### src/hdl/u2l_pkg.sv
// Shared types, constants and helpers for the UTF-8 to Latin-1 stream decoder.
// No dependencies.
package u2l_pkg;

  localparam int CNT_W = 9;
  localparam logic [CNT_W-1:0] TEXT_LIMIT = 9'd256;

  localparam int QDEPTH = 4;
  localparam int QPTR_W = $clog2(QDEPTH);
  localparam int QCNT_W = $clog2(QDEPTH + 1);

  localparam logic [31:0] CP_MAX    = 32'h0010_FFFF;
  localparam logic [31:0] LATIN_MAX = 32'd255;
  localparam logic [7:0]  SPACE_CH  = 8'h20;

  // Results caused by one input byte: up to two characters and an end item.
  typedef struct packed {
    logic             c0_v;
    logic [7:0]       c0;
    logic             c1_v;
    logic [7:0]       c1;
    logic             end_v;
    logic [CNT_W-1:0] total;
  } bundle_t;

  function automatic logic cp_emits(input logic [31:0] cp);
    return cp <= CP_MAX;
  endfunction

  function automatic logic [7:0] cp_char(input logic [31:0] cp);
    return (cp <= LATIN_MAX) ? cp[7:0] : SPACE_CH;
  endfunction

endpackage

### src/hdl/u2l_front.sv
// Front end: accepts bytes, tracks the code point and per-text state,
// builds one result bundle per byte. Depends on u2l_pkg.
module u2l_front (
  input  logic                   clk,
  input  logic                   rst_n,
  input  logic                   cfg_wr_en,
  input  logic [u2l_pkg::CNT_W-1:0] cfg_wr_data,
  input  logic                   in_valid,
  output logic                   in_ready,
  input  logic [7:0]             in_text_byte,
  input  logic                   in_is_last,
  input  logic                   q_full,
  output logic                   q_push,
  output u2l_pkg::bundle_t       q_data
);
  import u2l_pkg::*;

  logic [CNT_W-1:0] max_len_r;
  logic [31:0]      acc_r, acc_nxt;
  logic             pend_r, pend_nxt;
  logic [CNT_W-1:0] cnt_r, cnt_nxt;
  logic             lim_r, lim_nxt;

  logic [31:0]      acc_t;
  logic             pend_t, lim_t, is_cont, ends;
  logic [CNT_W-1:0] cnt_t, limit;
  bundle_t          bnd;
  logic             accept;

  assign in_ready = !q_full;
  assign accept   = in_valid && in_ready;
  assign limit    = (max_len_r > TEXT_LIMIT) ? TEXT_LIMIT : max_len_r;
  assign is_cont  = in_text_byte inside {[8'h80:8'hBF]};
  assign ends     = (in_text_byte == 8'h00) || in_is_last;

  always_comb begin
    acc_t  = acc_r;
    pend_t = pend_r;
    cnt_t  = cnt_r;
    lim_t  = lim_r;
    bnd    = '0;
    if (in_text_byte != 8'h00 && !lim_r) begin
      if (is_cont && pend_r) begin
        acc_t = {acc_r[25:0], in_text_byte[5:0]};
      end else begin
        if (pend_r && cp_emits(acc_r)) begin
          bnd.c0_v = 1'b1;
          bnd.c0   = cp_char(acc_r);
          cnt_t    = cnt_r + 1'b1;
        end
        pend_t = 1'b0;
        if (cnt_t >= limit) begin
          lim_t = 1'b1;
        end else begin
          pend_t = 1'b1;
          if (in_text_byte <= 8'h7F)      acc_t = {24'd0, in_text_byte};
          else if (is_cont)               acc_t = {acc_r[25:0], in_text_byte[5:0]};
          else if (in_text_byte <= 8'hDF) acc_t = {27'd0, in_text_byte[4:0]};
          else if (in_text_byte <= 8'hEF) acc_t = {28'd0, in_text_byte[3:0]};
          else                            acc_t = {29'd0, in_text_byte[2:0]};
        end
      end
    end
    if (ends) begin
      if (!lim_t && pend_t && cp_emits(acc_t)) begin
        bnd.c1_v = 1'b1;
        bnd.c1   = cp_char(acc_t);
        cnt_t    = cnt_t + 1'b1;
      end
      bnd.end_v = 1'b1;
      bnd.total = cnt_t;
    end
  end

  always_comb begin
    if (ends) begin
      acc_nxt  = '0;
      pend_nxt = 1'b0;
      cnt_nxt  = '0;
      lim_nxt  = 1'b0;
    end else begin
      acc_nxt  = acc_t;
      pend_nxt = pend_t;
      cnt_nxt  = cnt_t;
      lim_nxt  = lim_t;
    end
  end

  assign q_push = accept && (bnd.c0_v || bnd.c1_v || bnd.end_v);
  assign q_data = bnd;

  always_ff @(posedge clk) begin
    if (!rst_n) begin
      max_len_r <= TEXT_LIMIT;
      acc_r     <= '0;
      pend_r    <= 1'b0;
      cnt_r     <= '0;
      lim_r     <= 1'b0;
    end else begin
      if (cfg_wr_en) max_len_r <= cfg_wr_data;
      if (accept) begin
        acc_r  <= acc_nxt;
        pend_r <= pend_nxt;
        cnt_r  <= cnt_nxt;
        lim_r  <= lim_nxt;
      end
    end
  end

endmodule

### src/hdl/u2l_queue.sv
// Short bundle FIFO between front and back end.
// Depends on u2l_pkg.
module u2l_queue (
  input  logic             clk,
  input  logic             rst_n,
  input  logic             push,
  input  u2l_pkg::bundle_t push_data,
  output logic             full,
  input  logic             pop,
  output logic             not_empty,
  output u2l_pkg::bundle_t head_data
);
  import u2l_pkg::*;

  bundle_t           slots_r [QDEPTH];
  logic [QPTR_W-1:0] wr_ptr_r, rd_ptr_r;
  logic [QCNT_W-1:0] cnt_r;

  assign full      = (cnt_r == QCNT_W'(QDEPTH));
  assign not_empty = (cnt_r != '0);
  assign head_data = slots_r[rd_ptr_r];

  always_ff @(posedge clk) begin
    if (push) slots_r[wr_ptr_r] <= push_data;
  end

  always_ff @(posedge clk) begin
    if (!rst_n) begin
      wr_ptr_r <= '0;
      rd_ptr_r <= '0;
      cnt_r    <= '0;
    end else begin
      if (push) wr_ptr_r <= wr_ptr_r + 1'b1;
      if (pop)  rd_ptr_r <= rd_ptr_r + 1'b1;
      case ({push, pop})
        2'b10:   cnt_r <= cnt_r + 1'b1;
        2'b01:   cnt_r <= cnt_r - 1'b1;
        default: cnt_r <= cnt_r;
      endcase
    end
  end

endmodule

### src/hdl/u2l_back.sv
// Back end: unpacks each bundle into result transactions, one per cycle
// while out_ready is high. Depends on u2l_pkg.
module u2l_back (
  input  logic                      clk,
  input  logic                      rst_n,
  input  logic                      q_not_empty,
  input  u2l_pkg::bundle_t          q_head,
  output logic                      q_pop,
  output logic                      out_valid,
  input  logic                      out_ready,
  output logic [7:0]                out_latin1_char,
  output logic                      out_end_of_text,
  output logic [u2l_pkg::CNT_W-1:0] out_char_total
);
  import u2l_pkg::*;

  bundle_t    cur_r;
  logic [2:0] mask_r, mask_nxt, mask_left;
  logic       take;

  assign out_valid = (mask_r != 3'b000);
  // drop lowest pending entry once taken
  assign mask_left = mask_r & (mask_r - 3'd1);
  assign take      = !out_valid || (out_ready && (mask_left == 3'b000));
  assign q_pop     = take && q_not_empty;

  always_comb begin
    out_latin1_char = 8'h00;
    out_end_of_text = 1'b0;
    out_char_total  = '0;
    if (mask_r[0]) begin
      out_latin1_char = cur_r.c0;
    end else if (mask_r[1]) begin
      out_latin1_char = cur_r.c1;
    end else if (mask_r[2]) begin
      out_end_of_text = 1'b1;
      out_char_total  = cur_r.total;
    end
  end

  always_comb begin
    mask_nxt = mask_r;
    if (q_pop)
      mask_nxt = {q_head.end_v, q_head.c1_v, q_head.c0_v};
    else if (out_valid && out_ready)
      mask_nxt = mask_left;
  end

  always_ff @(posedge clk) begin
    if (q_pop) cur_r <= q_head;
  end

  always_ff @(posedge clk) begin
    if (!rst_n) mask_r <= 3'b000;
    else        mask_r <= mask_nxt;
  end

endmodule

### src/hdl/utf8_to_latin1_stream.sv
// Top level of the UTF-8 to Latin-1 stream decoder.
// Depends on u2l_pkg, u2l_front, u2l_queue and u2l_back.
//
// Takes one UTF-8 byte per cycle and returns Latin-1 characters: code points
// up to 0xFF as is, up to 0x10FFFF as a space, larger ones dropped. A zero
// byte or in_is_last closes the text, after which an end transaction carries
// the character count in out_char_total. At most min(max_length, 256)
// characters are produced per text; later bytes up to the end are ignored.
// Each byte is taken when the four-entry queue has room; a byte can cause up
// to three results, and the output side delivers one result per cycle while
// out_ready is high, so sustained input rate is one byte per cycle as long as
// results average no more than one per byte and out_ready stays high. A byte's
// results are written to the queue and then loaded into the back end before
// they reach the output. max_length is written via cfg_wr_en/cfg_wr_data and
// should only be changed while no text is in flight.
module utf8_to_latin1_stream (
  input  logic                      clk,
  input  logic                      rst_n,
  // configuration
  input  logic                      cfg_wr_en,
  input  logic [u2l_pkg::CNT_W-1:0] cfg_wr_data,
  // byte input transactions
  input  logic                      in_valid,
  output logic                      in_ready,
  input  logic [7:0]                in_text_byte,
  input  logic                      in_is_last,
  // result transactions
  output logic                      out_valid,
  input  logic                      out_ready,
  output logic [7:0]                out_latin1_char,
  output logic                      out_end_of_text,
  output logic [u2l_pkg::CNT_W-1:0] out_char_total
);
  import u2l_pkg::*;

  bundle_t push_data, head_data;
  logic    push, full, pop, not_empty;

  // front: decode and per-text bookkeeping
  u2l_front u_front (
    .clk          (clk),
    .rst_n        (rst_n),
    .cfg_wr_en    (cfg_wr_en),
    .cfg_wr_data  (cfg_wr_data),
    .in_valid     (in_valid),
    .in_ready     (in_ready),
    .in_text_byte (in_text_byte),
    .in_is_last   (in_is_last),
    .q_full       (full),
    .q_push       (push),
    .q_data       (push_data)
  );

  // decouples byte intake from result delivery
  u2l_queue u_queue (
    .clk       (clk),
    .rst_n     (rst_n),
    .push      (push),
    .push_data (push_data),
    .full      (full),
    .pop       (pop),
    .not_empty (not_empty),
    .head_data (head_data)
  );

  // back: serialise bundles onto the output channel
  u2l_back u_back (
    .clk             (clk),
    .rst_n           (rst_n),
    .q_not_empty     (not_empty),
    .q_head          (head_data),
    .q_pop           (pop),
    .out_valid       (out_valid),
    .out_ready       (out_ready),
    .out_latin1_char (out_latin1_char),
    .out_end_of_text (out_end_of_text),
    .out_char_total  (out_char_total)
  );

endmodule
### config.mk
export PLATFORM = sky130hd
export DESIGN_NAME = utf8_to_latin1_stream
export DESIGN_NICKNAME = d
export VERILOG_FILES = /design/src/hdl/u2l_pkg.sv /design/src/hdl/u2l_front.sv /design/src/hdl/u2l_queue.sv /design/src/hdl/u2l_back.sv /design/src/hdl/utf8_to_latin1_stream.sv
export SDC_FILE = /design/constraint.sdc
export NUM_CORES = 1
export LEC_CHECK = 0
export BUFFER_PORTS_ARGS = -buffer_cell sky130_fd_sc_hd__clkbuf_2
export CAP_MARGIN = 15
export CORE_UTILIZATION = 50
export DETAILED_ROUTE_END_ITERATION = 7
export PLACE_DENSITY = 0.73
export SYNTH_ARGS = -nofsm -noshare
export SYNTH_HDL_FRONTEND = slang
export SYNTH_SLANG_ARGS = --single-unit
export TNS_END_PERCENT = 20
### constraint.sdc
create_clock -name clk -period 10.03 [get_ports clk]
set_input_delay 2.006 -clock clk [delete_from_list [all_inputs] [get_ports clk]]
set_output_delay 2.006 -clock clk [all_outputs]
set_load 0.05 [all_outputs]
# Word level (Yosys, flattened, before mapping)
# Memories as Yosys holds them, arrays and structs flattened. A register that Yosys moved wholly into a read port is not among the register bits.
# Cells that the tools add are included.
dict set report totals {
  n_memories 1
  regBits 87
  elab_cells 107
  inputBits 23
  out_inout_bits 20
  ramBits 112
}
# memory words word_bits rd rd_ports_with_merged_regs write_ports line_no
set mem_list {}
lappend mem_list {u_queue.slots_r 4 28 1 1 1 u2l_queue.sv:15} ;# bundle_t slots_r [QDEPTH];
dict set report op_classes {
  bitwise 1
  add_sub_neg 7
  mux 46
  n_eq_ne 3
  n_reduce_logical 26
  order_cmp 11
}
# cell count
set ops {}
lappend ops {{two-way mux 32 bit} 7}
lappend ops {{two-way mux 9 bit} 15}
lappend ops {{less-or-equal comparator 32 x 21 -> 1 bit, second input constant} 2}
lappend ops {{less-or-equal comparator 32 x 8 -> 1 bit, second input constant} 2}
lappend ops {{two-way mux 8 bit} 4}
lappend ops {{less-or-equal comparator 8 bit, second input constant} 3}
lappend ops {{two-way mux 19 bit} 1}
lappend ops {{adder 9 x 1 -> 9 bit, second input constant} 2}
lappend ops {{two-way mux 1 bit} 13}
lappend ops {{logical AND 1 bit} 11}
lappend ops {{greater-or-equal comparator 9 bit} 1}
lappend ops {{> comparator 9 bit, second input constant} 1}
lappend ops {{greater-or-equal comparator 8 bit, second input constant} 1}
lappend ops {{less-or-equal comparator 8 x 7 -> 1 bit, second input constant} 1}
lappend ops {{logical NOT 8 bit} 1}
lappend ops {{nonzero test 8 bit} 1}
lappend ops {{two-way mux 3 bit} 2}
lappend ops {{one-hot mux 3 bit (2 select lines)} 1}
lappend ops {{nonzero test 3 bit} 2}
lappend ops {{subtractor 3 x 1 -> 3 bit, second input constant} 2}
lappend ops {{adder 2 x 1 -> 2 bit, second input constant} 2}
lappend ops {{logical NOT 1 bit} 4}
lappend ops {{logical OR 1 bit} 4}
lappend ops {{two-way mux 2 bit} 2}
lappend ops {{other kinds (8)} 9}

# Logic depth before layout (Yosys ltp)
dict set report logic_depth {
  word_depth 19
  depth_mapped 16
  mapped_depth_nobuf 13
}

# Modules after synthesis
# A second synthesis with hierarchy kept.
dict set report unflattened {
  hier_cells 688
  hier_area_um2 9136.3
}
# module cells_per_inst n_inst seq_area_each_um2 area_each_um2
set modules_own_cells {}
lappend modules_own_cells {u2l_queue 192 1 3543.4 4541.9}
lappend modules_own_cells {u2l_front 421 1 1041.0 3464.6}
lappend modules_own_cells {u2l_back 75 1 810.8 1129.8}

# Worst setup path before layout
# OpenSTA, ideal clock, no wires.
dict set report synth_timing {
  path_kind {input to register}
  startpoint {in out_ready}
  endpoint {reg u_queue.cnt_r[2]}
  arrival_time_ns 4.674
  path_stages 10
  slack_ns 5.280
  t_required_ns 9.954
  setup_time_ns 0.076
  n_path_buf 0
  path_cell_list {inv_1 -> maj3_1 -> o21ai_0 -> o31a_1 -> ha_1 -> inv_1 -> fa_1 -> xor2_1 -> or3_1 -> a21boi_0}
}
dict set report synth_via {
  elab_chain_cells 5
  word_cells_on_any_way 7
  cone_classes {eq/ne: 2; mux: 1; reduce/logical: 4}
}
# item line_no
set synth_rtl {}
lappend synth_rtl {{start: declaration} utf8_to_latin1_stream.sv:29} ;# input logic out_ready,
lappend synth_rtl {{logical AND 1 bit (*)} u2l_back.sv:24} ;# assign take = !out_valid || (out_ready && (mask_left == 3'b000));
lappend synth_rtl {{logical OR 1 bit (*)} u2l_back.sv:24}
lappend synth_rtl {{logical AND 1 bit (*)} u2l_back.sv:25} ;# assign q_pop = take && q_not_empty;
lappend synth_rtl {{net pop} utf8_to_latin1_stream.sv:37} ;# logic push, full, pop, not_empty;
lappend synth_rtl {{equality test 2 x 1 -> 1 bit or equality test 2 bit (tied branches)} u2l_queue.sv:35} ;# case ({push, pop})
lappend synth_rtl {{one-hot mux 3 bit (2 select lines) or nonzero test 2 bit (tied branches)} --}
lappend synth_rtl {{end signal: assignment} u2l_queue.sv:36} ;# 2'b10: cnt_r <= cnt_r + 1'b1;
lappend synth_rtl {{end signal: assignment} u2l_queue.sv:37} ;# 2'b01: cnt_r <= cnt_r - 1'b1;
lappend synth_rtl {{end signal: assignment} u2l_queue.sv:38} ;# default: cnt_r <= cnt_r;
lappend synth_rtl {{end: declaration} u2l_queue.sv:17} ;# logic [QCNT_W-1:0] cnt_r;
# Mark *: on every way through the listed nets, which the timed path passes. The rest lies on a longest branch.
# A chain may end at the register's enable or synchronous reset.

==> results.cfg <==
[worst_setup_path]
cp_data_arrival_time_ns = 5.09
path_class = reg2reg
launching_point_of_the_worst_reg2reg_path = u_front.cnt_r[0]
worst_ep_required_time_ns = 10.26
reg2reg_to = u_queue.slots_r[3][5]
reg2reg_setup_slack_ns = 5.17
end_kind = register
cp-endpoint = u_queue.slots_r[3][5]
crit_fanout = 9
critPathLaunchType = register
worstSetupStartpoint = u_front.cnt_r[0]
worst_r2r_path_depth = 13

[place]
dp_hpwl_um = 12300
io_buffer_count = 42
dpl.cell_count = 922
gp_congestion = 0.870

[timing]
fmax_mhz = 206
worst_max_slew_margin_expressed_relative_to_the_limit_pct = 31.1
timing.setup.tns_ns = 0
timing.final.hold_violations = 0
timing.final.max_slew_violations = 0
finalClockSkew_ns = 0.0183
post_route_worst_hold_slack_ns = 0.527
rsz0062_at_grt = no
fin_crit_sh_pct = 48.4
timing_worst_slew_pin_value_ns = 1.03
period_minus_slack_ns = 4.86
setup_viol = 0

[logic_synthesis]
synth_top_family_by_area = simple AND/OR/NAND/NOR gates
combined_area_of_all_synthesized_cells_sq_um = 9030
ys_types = 71
ys_warn_count = 0
synth.area.mux_share_pct = 8.67
synth_sequential_area_ratio_pct = 59.7
postSynthNetCount = 724
ys_top_cells_by_area = sky130_fd_sc_hd__edfxtp_1, sky130_fd_sc_hd__dfxtp_1, sky130_fd_sc_hd__mux4_2, sky130_fd_sc_hd__nor2b_1, sky130_fd_sc_hd__a22oi_1
avgSynthCellArea_sq_um = 13.2
synthTopCellsByCount = sky130_fd_sc_hd__edfxtp_1, sky130_fd_sc_hd__dfxtp_1, sky130_fd_sc_hd__nor2b_1, sky130_fd_sc_hd__nand2_1, sky130_fd_sc_hd__a22oi_1
postSynthRegisterBits = 201
synthesized_area_fraction_occupied_by_ao_oa_aoi_and_oai_cells_pct = 9.84
synth.top_cell.area_share_pct = 45.6
largest_area_contributor_in_the_netlist = sky130_fd_sc_hd__edfxtp_1
yosys.area_share.adder_pct = 2.55
count_of_flip_flops_with_a_built_in_enable_after_synthesis = 137
synth.most_common_cell = sky130_fd_sc_hd__edfxtp_1
synth_area_in_xor_xnor_pct = 2.12
yosys.area_share.simple_pct = 14.9
proportion_of_synthesized_flip_flops_having_asynchronous_set_or_reset_pct = 0
synth_flop_cell = sky130_fd_sc_hd__edfxtp_1
syn-instance-count = 684

[drt]
post-route-drc-count = 0
routedWlPerCell_um = 19.0
antenna_left = 0
detail_route.iter0.violations = 475
drt_pre_antenna_iters = 5
detail_route.wirelength_um = 18300
number_of_vias_per_cell = 5.95
vias = 5720

[die]
placement_rows = 48
floorplan.die.width_um = 136
initial_utilization_pct = 51.7
fp.coreArea_sq_um = 17500
chipHeight_um = 136
dieArea_sq_um = 18600
io-pin-count = 43

[finish]
diodes = 0
filler_cell_count = 1379
stdcell_count = 962
post-route-util_pct = 58.1
fin_nets = 761
synthToLayoutAreaGrowth_pct = 12.3
register_area_sq_um = 5400
multiInputGateArea_sq_um = 3440
final_layout_size_suffix_gt1_share_pct = 17.8

[status]
run_status = completed

[grt]
gr-usage-met3_pct = 3.39
grt_first_pass_wirelength_um = 29200
antenna_violations_before_repair = 0
grt_usage_pct = 20.3
grt_pass1_vias = 5626
grt-busiest-layer = met2
maximum_number_of_pins_on_one_net_before_global_route_repair = 64
gr-usage-met2_pct = 33.0
grt_use_met1_pct = 27.8
grt-ovfl-total = 0

[clock_tree]
postCtsHoldBufs = 0
cts_made_buffers = 22
post_cts_resized = 0
tritoncts = done
worst_setup_hold_path_clk_slew_ns = 0.06
clock-root-buffer = sky130_fd_sc_hd__clkbuf_16
clock_latency_ns = 0.51
clock_tree.buffer_depth = 3
htree_num_levels = 1
postcts_setup_bufs = 0
cts_sinks = 201

[job]
cap_viol_max_count = 0

[power_and_ir_drop]
peakVddDrop_mv = 0.204
static_leakage_nw = 3.54
cellPowerDensity_nw_per_um2 = 230

[hold_path]
worst_hold_path_type = reg2reg
worst max-delay path, stage by stage, from the launching register on:
cell and delay (ns):
sky130_fd_sc_hd__dfxtp_1 0.51, sky130_fd_sc_hd__ha_1 0.33, sky130_fd_sc_hd__nand3_1 0.23, sky130_fd_sc_hd__nor4_1 0.66
sky130_fd_sc_hd__nand3_1 0.18, sky130_fd_sc_hd__xnor2_1 0.16, sky130_fd_sc_hd__ha_1 0.31, sky130_fd_sc_hd__nand4_1 0.15
sky130_fd_sc_hd__nor2_1 0.10, sky130_fd_sc_hd__a211o_1 0.39, sky130_fd_sc_hd__a21boi_2 0.38, sky130_fd_sc_hd__nor2_1 0.26
sky130_fd_sc_hd__or4_1 0.57, sky130_fd_sc_hd__mux2_1 0.37
cell type report:
cell class                 instances  share of cell area [%]
multi-input combinational        432                    33.9
sequential                       201                    53.2
inverter                          15                   0.555
tap                              225                    2.77
clock inverter                    13                    1.29
timing repair buffer              49                    2.59
clock buffer                      27                    5.71
cells by family after synthesis:
family,count (synthesis)
mux,43
fa+ha+maj,18
xor+xnor,21
simple gates,225
buf+inv,51
compound gates,125
flops,201
metal layers:
layer | share of wire [%] | vias to the layer above
met3 | 5.2 | 44
met2 | 48 | 168
met5 | 0 | -
met1 | 45 | 2809
li1 | - | 2699
met4 | 2.4 | 0
cell usage in the layout (no fill, tap or decap), types with 9 or more instances in the layout:
master | synthesis | final
sky130_fd_sc_hd__edfxtp_1 | 137 | 137
sky130_fd_sc_hd__dfxtp_1 | 64 | 63
sky130_fd_sc_hd__nor2b_1 | 54 | 54
sky130_fd_sc_hd__clkbuf_2 | 0 | 42
sky130_fd_sc_hd__nand2_1 | 38 | 38
sky130_fd_sc_hd__a22oi_1 | 35 | 35
sky130_fd_sc_hd__mux4_2 | 28 | 28
sky130_fd_sc_hd__a21oi_1 | 23 | 23
sky130_fd_sc_hd__and2_1 | 23 | 23
sky130_fd_sc_hd__clkbuf_16 | 0 | 22
sky130_fd_sc_hd__nor2_1 | 21 | 21
sky130_fd_sc_hd__o21ai_0 | 19 | 19
sky130_fd_sc_hd__ha_1 | 16 | 16
sky130_fd_sc_hd__and3_1 | 15 | 15
sky130_fd_sc_hd__inv_1 | 13 | 13
sky130_fd_sc_hd__nor3_1 | 13 | 13
sky130_fd_sc_hd__mux2i_1 | 13 | 13
sky130_fd_sc_hd__xnor2_1 | 12 | 12
sky130_fd_sc_hd__nand3_1 | 11 | 11
sky130_fd_sc_hd__nand4_1 | 9 | 9
sky130_fd_sc_hd__or4_1 | 9 | 9
sequential cells by signal, summed over array words and instances, names as in the netlist, named ones only:
name	flops
u_back.mask_r	3
u_queue.slots_r	112
u_queue.cnt_r	3
u_front.max_len_r	9
u_front.pend_r	1
u_back.cur_r	25
u_queue.wr_ptr_r	2
u_front.acc_r	32
u_front.lim_r	1
u_queue.rd_ptr_r	2
u_front.cnt_r	9
where the power goes:
group	internal [mW]	switching, mW
clock	0.465	0.319
combinational	0.170	0.300
sequential	1.01	0.0611
worst min-delay path by stage:
stage                                    start                    to  slack (ns)  cells after the start
final                     u_front.max_len_r[6]  u_front.max_len_r[6]        0.53                      2
after floorplan           u_front.max_len_r[0]  u_front.max_len_r[0]        0.47                      2
after global placement    u_front.max_len_r[0]  u_front.max_len_r[0]        0.50                      2
after global routing      u_front.max_len_r[4]  u_front.max_len_r[4]        0.55                      2
after CTS                 u_front.max_len_r[4]  u_front.max_len_r[4]        0.53                      2
after detailed placement  u_front.max_len_r[5]  u_front.max_len_r[5]        0.52                      2
through the flow:
step                cell area [sq um]  total power [mW]  setup slack (ns)
floorplan                        9030              1.44              5.28
global placement                 9440              1.55              4.96
detailed placement               9440              1.57              4.82
CTS                             10100              2.35              5.21
global route                    10100              2.43              4.79
finish                          10100              2.33              5.17
(Power assumes the default switching activity.)
